[config.mk]
export PLATFORM = sky130hd
export DESIGN_NAME = usb_host_os_fingerprint_unit_flat
export DESIGN_NICKNAME = d
export VERILOG_FILES = /design/src/rtl/usbhf_pkg.sv /design/src/rtl/usbhf_req_if.sv /design/src/rtl/usbhf_rsp_if.sv /design/src/rtl/usbhf_csr.sv /design/src/rtl/usbhf_core.sv /design/src/rtl/usbhf_out_reg.sv /design/src/rtl/usb_host_os_fingerprint_unit.sv /design/src/flat_wrapper.sv
export SDC_FILE = /design/constraint.sdc
export NUM_CORES = 1
export LEC_CHECK = 0
export BUFFER_PORTS_ARGS = -buffer_cell sky130_fd_sc_hd__buf_2
export CAP_MARGIN = 20
export CORE_UTILIZATION = 35
export CTS_CLUSTER_SIZE = 8
export DETAILED_ROUTE_END_ITERATION = 6
export SLEW_MARGIN = 5
export SYNTH_ARGS = -nofsm -noshare
export SYNTH_HDL_FRONTEND = slang
export SYNTH_SLANG_ARGS = --single-unit
[constraint.sdc]
create_clock -name clock -period 9.3 [get_ports clock]
set_clock_uncertainty 0.1 [all_clocks]
set_input_delay 2.79 -clock clock [delete_from_list [all_inputs] [get_ports clock]]
set_output_delay 2.79 -clock clock [all_outputs]
set_load 0.03 [all_outputs]
[src/rtl/usbhf_pkg.sv]
package usbhf_pkg;

   localparam int CMD_W   = 2;
   localparam int LEN_W   = 16;
   localparam int OS_W    = 2;
   localparam int COUNT_W = 8;
   localparam int MS_W    = 16;
   localparam int DATA_W  = 32;
   localparam int ADDR_W  = 2;

   typedef enum logic [CMD_W-1:0] {
      CMD_SETUP = 2'd0,
      CMD_TICK  = 2'd1,
      CMD_QUERY = 2'd2,
      CMD_CLEAR = 2'd3
   } cmd_type;

   typedef enum logic [OS_W-1:0] {
      GUESS_UNSURE  = 2'd0,
      GUESS_WINDOWS = 2'd1,
      GUESS_MACOS   = 2'd2,
      GUESS_LINUX   = 2'd3
   } os_type;

   localparam logic [LEN_W-1:0]   LEN_TWO            = 16'h0002;
   localparam logic [LEN_W-1:0]   LEN_FOUR           = 16'h0004;
   localparam logic [LEN_W-1:0]   LEN_FULL           = 16'h00FF;
   localparam logic [MS_W-1:0]    DEBOUNCE_RESET     = 16'd300;
   localparam logic [COUNT_W-1:0] MACOS_MIN_REQUESTS = 8'd5;
   localparam logic [COUNT_W-1:0] CLASSIFY_MIN       = 8'd3;
   localparam logic [ADDR_W-1:0]  ADDR_DEBOUNCE      = 2'd0;

   typedef struct packed {
      logic [CMD_W-1:0] cmd;
      logic [LEN_W-1:0] wlength;
   } req_word_type;

   typedef struct packed {
      logic [OS_W-1:0]    reported_os;
      logic [OS_W-1:0]    latched_os;
      logic [COUNT_W-1:0] request_count;
   } rsp_word_type;

endpackage

[src/rtl/usbhf_req_if.sv]
interface usbhf_req_if import usbhf_pkg::*; ();
   logic             valid;
   logic             ready;
   logic [CMD_W-1:0] cmd;
   logic [LEN_W-1:0] wlength;

   modport source (output valid, cmd, wlength, input ready);
   modport sink (input valid, cmd, wlength, output ready);
endinterface

[src/rtl/usbhf_rsp_if.sv]
interface usbhf_rsp_if import usbhf_pkg::*; ();
   logic               valid;
   logic               ready;
   logic [OS_W-1:0]    reported_os;
   logic [OS_W-1:0]    latched_os;
   logic [COUNT_W-1:0] request_count;

   modport source (output valid, reported_os, latched_os, request_count, input ready);
   modport sink (input valid, reported_os, latched_os, request_count, output ready);
endinterface

[src/rtl/usbhf_csr.sv]
module usbhf_csr import usbhf_pkg::*; (
   input  logic              clock,
   input  logic              reset,
   input  logic              psel,
   input  logic              penable,
   input  logic              pwrite,
   input  logic [ADDR_W-1:0] paddr,
   input  logic [DATA_W-1:0] pwdata,
   output logic [DATA_W-1:0] prdata,
   output logic              pready,
   output logic [MS_W-1:0]   debounce_ms
);
   logic [MS_W-1:0] debounce_ff;
   logic [MS_W-1:0] debounce_in;
   logic            wr_hit;

   assign pready = 1'b1;
   assign wr_hit = psel && penable && pwrite && (paddr == ADDR_DEBOUNCE);

   always_comb begin
      debounce_in = debounce_ff;
      if (wr_hit) begin
         debounce_in = pwdata[MS_W-1:0];
      end
   end

   always_ff @(posedge clock) begin
      if (reset) begin
         debounce_ff <= DEBOUNCE_RESET;
      end else begin
         debounce_ff <= debounce_in;
      end
   end

   always_comb begin
      prdata = '0;
      if (paddr == ADDR_DEBOUNCE) begin
         prdata = {{(DATA_W-MS_W){1'b0}}, debounce_ff};
      end
   end

   assign debounce_ms = debounce_ff;
endmodule

[src/rtl/usbhf_core.sv]
module usbhf_core import usbhf_pkg::*; (
   input  logic            clock,
   input  logic            reset,
   input  logic            advance,
   input  req_word_type    word,
   input  logic [MS_W-1:0] debounce_ms,
   output rsp_word_type    result
);
   logic [COUNT_W-1:0] total_ff, total_in;
   logic [COUNT_W-1:0] two_ff, two_in;
   logic [COUNT_W-1:0] four_ff, four_in;
   logic [COUNT_W-1:0] full_ff, full_in;
   logic               last_full_ff, last_full_in;
   os_type             guess_ff, guess_in;
   logic [MS_W-1:0]    elapsed_ff, elapsed_in;
   logic               active_ff, active_in;

   logic               is_two, is_four, is_full;
   logic [COUNT_W-1:0] tot_s, two_s, four_s, full_s;
   os_type             rule;
   os_type             reported;

   assign is_two  = (word.wlength == LEN_TWO);
   assign is_four = (word.wlength == LEN_FOUR);
   assign is_full = (word.wlength == LEN_FULL);
   assign tot_s   = total_ff + COUNT_W'(1);
   assign two_s   = two_ff + COUNT_W'(is_two);
   assign four_s  = four_ff + COUNT_W'(is_four);
   assign full_s  = full_ff + COUNT_W'(is_full);

   // ordered classification rules on the counts after this request
   always_comb begin
      rule = GUESS_UNSURE;
      if (tot_s >= CLASSIFY_MIN) begin
         priority if (full_s >= COUNT_W'(2) && four_s != '0) begin
            rule = GUESS_WINDOWS;
         end else if (tot_s == full_s) begin
            rule = GUESS_LINUX;
         end else if (tot_s >= MACOS_MIN_REQUESTS && is_full && full_s != '0
                      && two_s >= COUNT_W'(2)) begin
            rule = GUESS_MACOS;
         end else if (full_s != '0 && two_s == '0 && four_s == '0) begin
            rule = GUESS_LINUX;
         end else begin
            rule = GUESS_UNSURE;
         end
      end
   end

   always_comb begin
      total_in     = total_ff;
      two_in       = two_ff;
      four_in      = four_ff;
      full_in      = full_ff;
      last_full_in = last_full_ff;
      guess_in     = guess_ff;
      elapsed_in   = elapsed_ff;
      active_in    = active_ff;
      reported     = GUESS_UNSURE;
      unique case (cmd_type'(word.cmd))
         CMD_SETUP: begin
            total_in     = tot_s;
            two_in       = two_s;
            four_in      = four_s;
            full_in      = full_s;
            last_full_in = is_full;
            if (rule != GUESS_UNSURE) begin
               guess_in = rule;
            end
            elapsed_in = '0;
            active_in  = 1'b1;
         end
         CMD_TICK: begin
            if (elapsed_ff != '1) begin
               elapsed_in = elapsed_ff + MS_W'(1);
            end
         end
         CMD_QUERY: begin
            priority if (active_ff && elapsed_ff < debounce_ms) begin
               reported = GUESS_UNSURE;
            end else if (!active_ff && guess_ff == GUESS_UNSURE) begin
               reported = GUESS_UNSURE;
            end else begin
               active_in = 1'b0;
               reported  = guess_ff;
            end
         end
         CMD_CLEAR: begin
            total_in     = '0;
            two_in       = '0;
            four_in      = '0;
            full_in      = '0;
            last_full_in = 1'b0;
            guess_in     = GUESS_UNSURE;
            elapsed_in   = '0;
            active_in    = 1'b0;
         end
         default: begin
            reported = GUESS_UNSURE;
         end
      endcase
   end

   always_ff @(posedge clock) begin
      if (reset) begin
         total_ff     <= '0;
         two_ff       <= '0;
         four_ff      <= '0;
         full_ff      <= '0;
         last_full_ff <= 1'b0;
         guess_ff     <= GUESS_UNSURE;
         elapsed_ff   <= '0;
         active_ff    <= 1'b0;
      end else if (advance) begin
         total_ff     <= total_in;
         two_ff       <= two_in;
         four_ff      <= four_in;
         full_ff      <= full_in;
         last_full_ff <= last_full_in;
         guess_ff     <= guess_in;
         elapsed_ff   <= elapsed_in;
         active_ff    <= active_in;
      end
   end

   assign result.reported_os   = reported;
   assign result.latched_os    = guess_in;
   assign result.request_count = total_in;
endmodule

[src/rtl/usbhf_out_reg.sv]
module usbhf_out_reg import usbhf_pkg::*; (
   input  logic         clock,
   input  logic         reset,
   input  logic         load,
   input  rsp_word_type word,
   output logic         full,
   usbhf_rsp_if.source  rsp_ch
);
   logic         valid_ff, valid_in;
   rsp_word_type word_ff;

   always_comb begin
      valid_in = valid_ff;
      if (rsp_ch.ready) begin
         valid_in = 1'b0;
      end
      if (load) begin
         valid_in = 1'b1;
      end
   end

   always_ff @(posedge clock) begin
      if (reset) begin
         valid_ff <= 1'b0;
      end else begin
         valid_ff <= valid_in;
      end
   end

   always_ff @(posedge clock) begin
      if (load) begin
         word_ff <= word;
      end
   end

   assign full                 = valid_ff;
   assign rsp_ch.valid         = valid_ff;
   assign rsp_ch.reported_os   = word_ff.reported_os;
   assign rsp_ch.latched_os    = word_ff.latched_os;
   assign rsp_ch.request_count = word_ff.request_count;
endmodule

[src/rtl/usb_host_os_fingerprint_unit.sv]
// channel   | dir | handshake     | payload
// req_ch    | in  | valid / ready | cmd[1:0], wlength[15:0]
// rsp_ch    | out | valid / ready | reported_os[1:0], latched_os[1:0], request_count[7:0]
// csr (APB) | in  | psel/penable  | debounce_ms at byte address 0
//
// One word per cycle sustained while rsp_ch is not stalled; a word passes through the input
// register, then the classifier and state update feeding the result register.
// The counters and latched guess update when a word moves into the result register.
// A stalled rsp_ch holds the result register; one more word waits in the
// input register and req_ch.ready drops only when both are full.
// Reset clears the counters, guess and valid flags and sets debounce_ms to 300.
module usb_host_os_fingerprint_unit import usbhf_pkg::*; (
   input  logic              clock,
   input  logic              reset,
   usbhf_req_if.sink         req_ch,
   usbhf_rsp_if.source       rsp_ch,
   input  logic              psel,
   input  logic              penable,
   input  logic              pwrite,
   input  logic [ADDR_W-1:0] paddr,
   input  logic [DATA_W-1:0] pwdata,
   output logic [DATA_W-1:0] prdata,
   output logic              pready
);
   logic            in_valid_ff, in_valid_in;
   req_word_type    in_word_ff;
   logic            advance;
   logic            out_full;
   logic [MS_W-1:0] debounce_ms;
   rsp_word_type    result;

   // the input word moves on whenever the result register is free or draining
   assign advance      = in_valid_ff && (!out_full || rsp_ch.ready);
   assign req_ch.ready = !in_valid_ff || advance;

   always_comb begin
      in_valid_in = in_valid_ff;
      if (advance) begin
         in_valid_in = 1'b0;
      end
      if (req_ch.valid && req_ch.ready) begin
         in_valid_in = 1'b1;
      end
   end

   always_ff @(posedge clock) begin
      if (reset) begin
         in_valid_ff <= 1'b0;
      end else begin
         in_valid_ff <= in_valid_in;
      end
   end

   always_ff @(posedge clock) begin
      if (req_ch.valid && req_ch.ready) begin
         in_word_ff.cmd     <= req_ch.cmd;
         in_word_ff.wlength <= req_ch.wlength;
      end
   end

   usbhf_csr u_csr (
      .clock       (clock),
      .reset       (reset),
      .psel        (psel),
      .penable     (penable),
      .pwrite      (pwrite),
      .paddr       (paddr),
      .pwdata      (pwdata),
      .prdata      (prdata),
      .pready      (pready),
      .debounce_ms (debounce_ms)
   );

   usbhf_core u_core (
      .clock       (clock),
      .reset       (reset),
      .advance     (advance),
      .word        (in_word_ff),
      .debounce_ms (debounce_ms),
      .result      (result)
   );

   usbhf_out_reg u_out (
      .clock  (clock),
      .reset  (reset),
      .load   (advance),
      .word   (result),
      .full   (out_full),
      .rsp_ch (rsp_ch)
   );
endmodule

[src/flat_wrapper.sv]
// flat-port wrapper written by rule: the top's interface ports become plain ports
module usb_host_os_fingerprint_unit_flat import usbhf_pkg::*;
  (clock, reset, psel, penable, pwrite, paddr, pwdata, prdata, pready, req_ch_valid, req_ch_cmd, req_ch_wlength, req_ch_ready, rsp_ch_valid, rsp_ch_reported_os, rsp_ch_latched_os, rsp_ch_request_count, rsp_ch_ready);
  usbhf_req_if req_ch_i ();
  usbhf_rsp_if rsp_ch_i ();
  input  logic clock;
  input  logic reset;
  input  logic psel;
  input  logic penable;
  input  logic pwrite;
  input  logic [ADDR_W-1:0] paddr;
  input  logic [DATA_W-1:0] pwdata;
  output logic [DATA_W-1:0] prdata;
  output logic pready;
  input wire logic [$bits(req_ch_i.valid)-1:0] req_ch_valid;
  input wire logic [$bits(req_ch_i.cmd)-1:0] req_ch_cmd;
  input wire logic [$bits(req_ch_i.wlength)-1:0] req_ch_wlength;
  output wire logic [$bits(req_ch_i.ready)-1:0] req_ch_ready;
  output wire logic [$bits(rsp_ch_i.valid)-1:0] rsp_ch_valid;
  output wire logic [$bits(rsp_ch_i.reported_os)-1:0] rsp_ch_reported_os;
  output wire logic [$bits(rsp_ch_i.latched_os)-1:0] rsp_ch_latched_os;
  output wire logic [$bits(rsp_ch_i.request_count)-1:0] rsp_ch_request_count;
  input wire logic [$bits(rsp_ch_i.ready)-1:0] rsp_ch_ready;
  assign req_ch_i.valid = req_ch_valid;
  assign req_ch_i.cmd = req_ch_cmd;
  assign req_ch_i.wlength = req_ch_wlength;
  assign req_ch_ready = req_ch_i.ready;
  assign rsp_ch_valid = rsp_ch_i.valid;
  assign rsp_ch_reported_os = rsp_ch_i.reported_os;
  assign rsp_ch_latched_os = rsp_ch_i.latched_os;
  assign rsp_ch_request_count = rsp_ch_i.request_count;
  assign rsp_ch_i.ready = rsp_ch_ready;
  usb_host_os_fingerprint_unit u_core (.clock(clock), .reset(reset), .req_ch(req_ch_i), .rsp_ch(rsp_ch_i), .psel(psel), .penable(penable), .pwrite(pwrite), .paddr(paddr), .pwdata(pwdata), .prdata(prdata), .pready(pready));
endmodule
==> results of run 1 <==
==> power groups by stage <==
stage | sequential [uW] | clock (uW) | combinational, uW
after floorplan | 472 | 0 | 49.6
after global placement | 468 | 0 | 69.6
after detailed placement | 469 | 0 | 71.0
after CTS | 459 | 366 | 71.2
after global routing | 460 | 384 | 78.8
final | 459 | 353 | 72.0
==> registers in the layout, indices dropped and copies added, names as in the netlist, 2 cells and up <==
signal	cells
u_core.u_out.rsp_ch.request_count	8
u_core.u_out.rsp_ch.reported_os	2
u_core.u_core.elapsed_ff	16
u_core.u_core.two_ff	8
u_core.u_core.four_ff	8
u_core.u_core.guess_ff	2
u_core.u_core.total_ff	8
u_core.u_core.full_ff	8
u_core.in_word_ff	18
u_core.u_csr.debounce_ms	16
u_core.u_out.rsp_ch.latched_os	2
==> kinds of logic after synthesis <==
logic type,count (synthesis),synth area share [%]
flops,99,40.61
fa+ha+maj,30,6.679
mux,1,0.2003
xor+xnor,34,5.699
buf+inv,84,7.302
simple gates,265,23.95
other cells,2,0.1336
compound gates,141,15.43
==> area by class of cell <==
cell class	count	area share, %
Sequential cell	99	36.13
Tap cell	211	4.179
Timing Repair Buffer	75	6.259
Multi-Input combinational cell	488	47.24
Inverter	30	1.783
Clock buffer	10	3.624
Clock inverter	6	0.7922
==> worst register-to-register path, stage by stage, from the launching register on <==
cell	delay, ps
edfxtp_1	380
or4_1	520
or4_1	430
nor3b_1	230
ha_1	320
ha_1	250
and2_1	230
a21boi_0	210
o2111ai_1	190
nor2_1	200
nand3b_1	90
a21boi_0	270
o211ai_1	170
a31o_1	250
==> worst max path at each step <==
stage / startpoint / to / slack, ps
2_1_floorplan: paddr[1] / prdata[10] / 2570
3_5_place_dp: paddr[1] / prdata[0] / 2860
4_1_cts: paddr[1] / prdata[0] / 2860
5_1_grt: paddr[1] / prdata[0] / 2800
3_3_place_gp: paddr[1] / prdata[0] / 2890
6_report: paddr[1] / prdata[0] / 2870
==> synth_stat cells (5+ instances only) <==
master,number,share of area [%]
nor2_1,71,4.7
dfxtp_1,69,25
nand2_1,67,4.5
a21oi_1,54,4.8
o21ai_0,35,3.1
edfxtp_1,30,16
ha_1,30,6.7
inv_1,30,2.0
clkbuf_1,27,1.8
nor3_1,26,2.3
buf_4,20,2.7
xnor2_1,16,2.5
nand3_1,15,1.3
nand4_1,15,1.7
xor2_1,15,2.3
and3_1,12,1.3
or3_1,12,1.3
a31oi_1,10,1.1
nand2b_1,8,0.89
a211o_1,7,1.1
a21o_1,7,0.93
nor4_1,6,0.67
nand3b_1,5,0.67
==> layer usage <==
metal | GRT usage (%) | up-vias
met3 | 3.576 | 9
li1 | - | 2385
met1 | 19.29 | 2175
met4 | 5.260 | 0
met2 | 27.03 | 126
met5 | 0 | -
==> metrics by stage <==
step / setup WS (ps) / instances / utilization (%) / power, uW
after detailed placement: 2855 / 902 / 39.01 / 539.8
after CTS: 2857 / 918 / 40.82 / 896.2
after global routing: 2796 / 919 / 40.95 / 922.5
after global placement: 2889 / 902 / 39.01 / 538.0
after floorplan: 2565 / 671 / - / 521.9
final: 2872 / 919 / 40.95 / 884.0
==> metrics, run 1 <==
hpwl dp=9392 um; worst-path cell chain=buf_2 -> nor2_1 -> and2_1 -> buf_2; CTS tree=done; Ports=106; share of total power in sequential cells=51.9%; unrepaired setup endpoints after global routing=false; hold path depth=2; Final Hold Fails=0; WHS Endpoint=u_core.u_csr.debounce_ms[9]; width of the die=128.7 um; Port Buf Inserts=72; worst min path class=flop to flop; Num CTS Buffers=9; P_sw=225.1 uW; Worst setup EP type=output pin; power density over the cells=139.9 nW/um2; worst reg2reg path depth=13; power share of the combinational group=8.1%; Critical Path Most Common Cell=buf_2; Synth async-reset ratio=0%; Post-DP Area=6018 um2; post-layout min period=6428 ps; clk root buf=clkbuf_16; clock sink total=99; Routed wire per std cell=13.93 um; setup bufs post-CTS=0; H-tree Lvls=3; PostCTS Resize Cnt=0; Hold Buf Count CTS=0; die height=128.7 um; Clock Path Buffers=2; most frequent cells in the layout=72 x buf_2, 71 x nor2_1, 69 x dfxtp_1; Ys Warns=0; crit path kind=primary input to output pin; worst-skew pair later-pin latency=350 ps; #FFs+latches synth=99; fmax=0.1556 GHz; most common cell after layout, fill and taps aside=buf_2; Worst Path Required=6410 ps; global-route wire length before repair=20,460 um; syn_area_per_cell=8.568 um2; CP bufs+invs=2; Ant. Diodes=0; Post-synth EDFFs=30; First DRT Iteration DRCs=302; FF/Latch Area=2282 um2; Startpoint Class=primary input; routed length on met3=665 um; Rows=45; CP Depth=4; reg2reg setup slack=5220 ps; Tcrit/Tclk final=69.12%; Static Leak=0.002394 uW; # nets final=792; status=finished clean; crit path DAT=3540 ps; worst hold path startpoint=u_core.u_csr.debounce_ms[9]; Area growth, synth to finish=12.40%; max-cap viol count=0; initial antenna violation count=0; cell internal pwr=658.9 uW; Routed WL=12,800 um; Top Layer Used=met4; worst hold slack=359.4 ps; Routed met1 length=5798 um; register area share after synthesis=40.61%; total grt overflow=0; Clock transition at path regs=60 ps; vias in the first global route=4,231; cells after synthesis=656; Critical Path Max Stage Delay=230 ps; setup_tns=0 ps; Final Max Tran Viols=0; initial core utilization=36.43%; R2R Path Start=u_core.in_word_ff[5]; ratio of cells with drive above 1 in the final layout=15.40%; footprint of the multi-input gates=2984 um2; design area=6317 um2; core area=15,430 um2; ys flop type=dfxtp_1; reg2reg end=u_core.u_out.rsp_ch.latched_os[0]; # setup viols final=0; DRC=0; Clock power frac=40.0%; CP delay by family, top=simple AND/OR/NAND/NOR gates; fillers=1,586; worst ir drop on vdd=0.08820 mV; antenna viol nets, final=0; first drt pass iteration count=4; measured slew at the worst slew-check pin=823.7 ps; Die ar.=16,570 um2; Net Sw Frac=25.46%; metal2 WL=6212 um; GRT Total Usage=15.69%; relative slew slack=44.37%; Mapped Area=5620 um2; distinct cell type count of the synthesized netlist=65; largest net degree at the start of global routing=58; vias per cell=5.109; worst-path fanout max=16; routability cong.=0.8160; Vias=4,695; Slowest-stage cell, CP=nor2_1
No activity file was read; power rests on OpenSTA's default activity.
==> inputs of run 2 (changes only) <==
Clock period 9.3 ns to 5.79 ns, I/O delays scaled along.
==> run 2 against run 1 <==
Against the previous run: die area is the same; sequential share of layout area is 0.17 points lower; total power rose by 68%; largest power group unchanged.
==> metrics, run 2 (synthesis gave the netlist of run 1 again) <==
CTS tree=done (unchanged); Largest Register=u_core.in_word_ff (unchanged); relative slew slack=38.26% (was 44.37%); routability cong.=0.8253 (was 0.8160); clk root buf=clkbuf_16 (unchanged); die height=128.7 um (unchanged); GR Layer Usage met1=20.18% (was 19.29%); fillers=1,588 (was 1,586); worst ir drop on vdd=0.1632 mV (was 0.08820 mV); worst-skew pair later-pin latency=360 ps (was 350 ps); global-route wire length before repair=20,610 um (was 20,460 um); Clock transition at path regs=70 ps (was 60 ps); vias in the first global route=4,181 (was 4,231); Vias=4,692 (was 4,695); Area growth, synth to finish=12.93% (was 12.40%); Final Hold Fails=0 (unchanged); Tcrit/Tclk final=74.38%; Final Max Tran Viols=0 (unchanged); Worst setup EP type=output pin (unchanged); footprint of the multi-input gates=2984 um2 (unchanged); R2R Path Start=u_core.in_word_ff[5] (unchanged); first drt pass iteration count=5 (was 4); Ant. Diodes=0 (unchanged); post-layout min period=4307 ps; hpwl dp=9296 um (was 9392 um); Static Leak=0.002410 uW (was 0.002394 uW); Port Buf Inserts=72 (unchanged); met2 Usage GRT=27.03% (unchanged); initial core utilization=36.43% (unchanged); most common cell after layout, fill and taps aside=buf_2 (unchanged); Num CTS Buffers=9 (unchanged); reg2reg setup slack=1730 ps (was 5220 ps); met3 Use GR=3.659% (was 3.576%); # setup viols final=0 (unchanged); fmax=0.2322 GHz; worst reg2reg path depth=13 (unchanged); Worst Path Required=3950 ps (was 6410 ps); measured slew at the worst slew-check pin=926.1 ps (was 823.7 ps); Critical Path End=prdata[0] (unchanged); width of the die=128.7 um (unchanged); core area=15,430 um2 (unchanged); gr busiest metal=met2 (unchanged); initial antenna violation count=0 (unchanged); max-cap viol count=0 (unchanged); Rows=45 (unchanged); Clock Path Buffers=2 (unchanged); power density over the cells=233.4 nW/um2 (was 139.9 nW/um2); Startpoint Class=primary input (unchanged); # nets final=792 (unchanged); Die ar.=16,570 um2 (unchanged); worst-path fanout max=16 (unchanged); most frequent cells in the layout=72 x buf_2, 71 x nor2_1, 69 x dfxtp_1 (unchanged); H-tree Lvls=3 (unchanged); total grt overflow=0 (unchanged); First DRT Iteration DRCs=289 (was 302); design area=6347 um2 (was 6317 um2); ratio of cells with drive above 1 in the final layout=15.54% (was 15.40%); GRT Total Usage=15.91% (was 15.69%); Post-DP Area=6018 um2 (unchanged); worst min path class=flop to flop (unchanged); largest net degree at the start of global routing=58 (unchanged); setup_tns=0 ps (unchanged); status=finished clean (unchanged); Routed WL=12,930 um (was 12,800 um); vias per cell=5.106 (was 5.109); reg2reg end=u_core.u_out.rsp_ch.latched_os[0] (unchanged); FF/Latch Area=2282 um2 (unchanged); Hold Buf Count CTS=0 (unchanged); DRC=0 (unchanged); setup bufs post-CTS=0 (unchanged); PostCTS Resize Cnt=0 (unchanged); Ports=106 (unchanged); Worst Setup SP=paddr[1] (unchanged); clock sink total=99 (unchanged); unrepaired setup endpoints after global routing=false (unchanged); Routed wire per std cell=14.07 um (was 13.93 um); Largest register FFs=18 (unchanged); crit path kind=primary input to output pin (unchanged); crit path DAT=2470 ps (was 3540 ps); antenna viol nets, final=0 (unchanged)
==> run 2: cell types whose count changed in the layout (fill, tap and decap cells not counted) <==
| cell | delta |
|---|---|
| inv_6 | +1 |
| clkbuf_1 | -1 |
| clkinvlp_2 | -1 |
| bufinv_16 | +1 |
==> run 2: worst min path at each step <==
stage,from,endpoint,slack [ps],depth (start not counted)
3_5_place_dp,u_core.u_csr.debounce_ms[9],u_core.u_csr.debounce_ms[9],350,2
5_1_grt,u_core.u_csr.debounce_ms[9],u_core.u_csr.debounce_ms[9],380,2
6_report,u_core.u_csr.debounce_ms[11],u_core.u_csr.debounce_ms[11],360,2
3_3_place_gp,u_core.u_core.four_ff[0],u_core.u_core.four_ff[0],340,2
4_1_cts,u_core.u_csr.debounce_ms[9],u_core.u_csr.debounce_ms[9],360,2
2_1_floorplan,u_core.u_core.full_ff[0],u_core.u_core.full_ff[0],340,2
==> run 2: routing by layer <==
layer / vias up / wire, um
li1: 2369 / -
met1: 2198 / 5925
met2: 115 / 6296
met3: 10 / 596
met4: 0 / 113
met5: - / 0
==> run 2: cell type report <==
cell class	instances	share of cell area (%)
repair buffers	75	6.229
clock inverters	7	1.321
inverters	30	1.774
multi-input cells	488	47.01
flip-flops and latches	99	35.96
clock buffers	9	3.548
well taps	211	4.159
==> run 2: power by group <==
| group | switching, uW | leakage [uW] | internal [uW] |
|---|---|---|---|
| Sequential | 7.41 | 0.000846 | 729 |
| Combinational | 82.9 | 0.00142 | 32.7 |
| Clock | 286 | 0.000149 | 343 |
==> run 2: stage by stage <==
step                      util (%)  instances  hold WS (ps)  worst slack (ps)  power [uW]
final                        41.14        919         359.9              1483        1481
after global placement       39.01        902         343.5              1483       864.1
after CTS                    41.01        918         359.2              1459        1499
after global routing         41.14        919         377.5              1341        1540
after floorplan                  -        671         336.2              1161       838.3
after detailed placement     39.01        902         349.2              1462       867.0
==> run 2: worst max-delay path: stages <==
cell    delay [ps]
buf_2          180
nor2_1         220
and2_1         150
buf_2          190
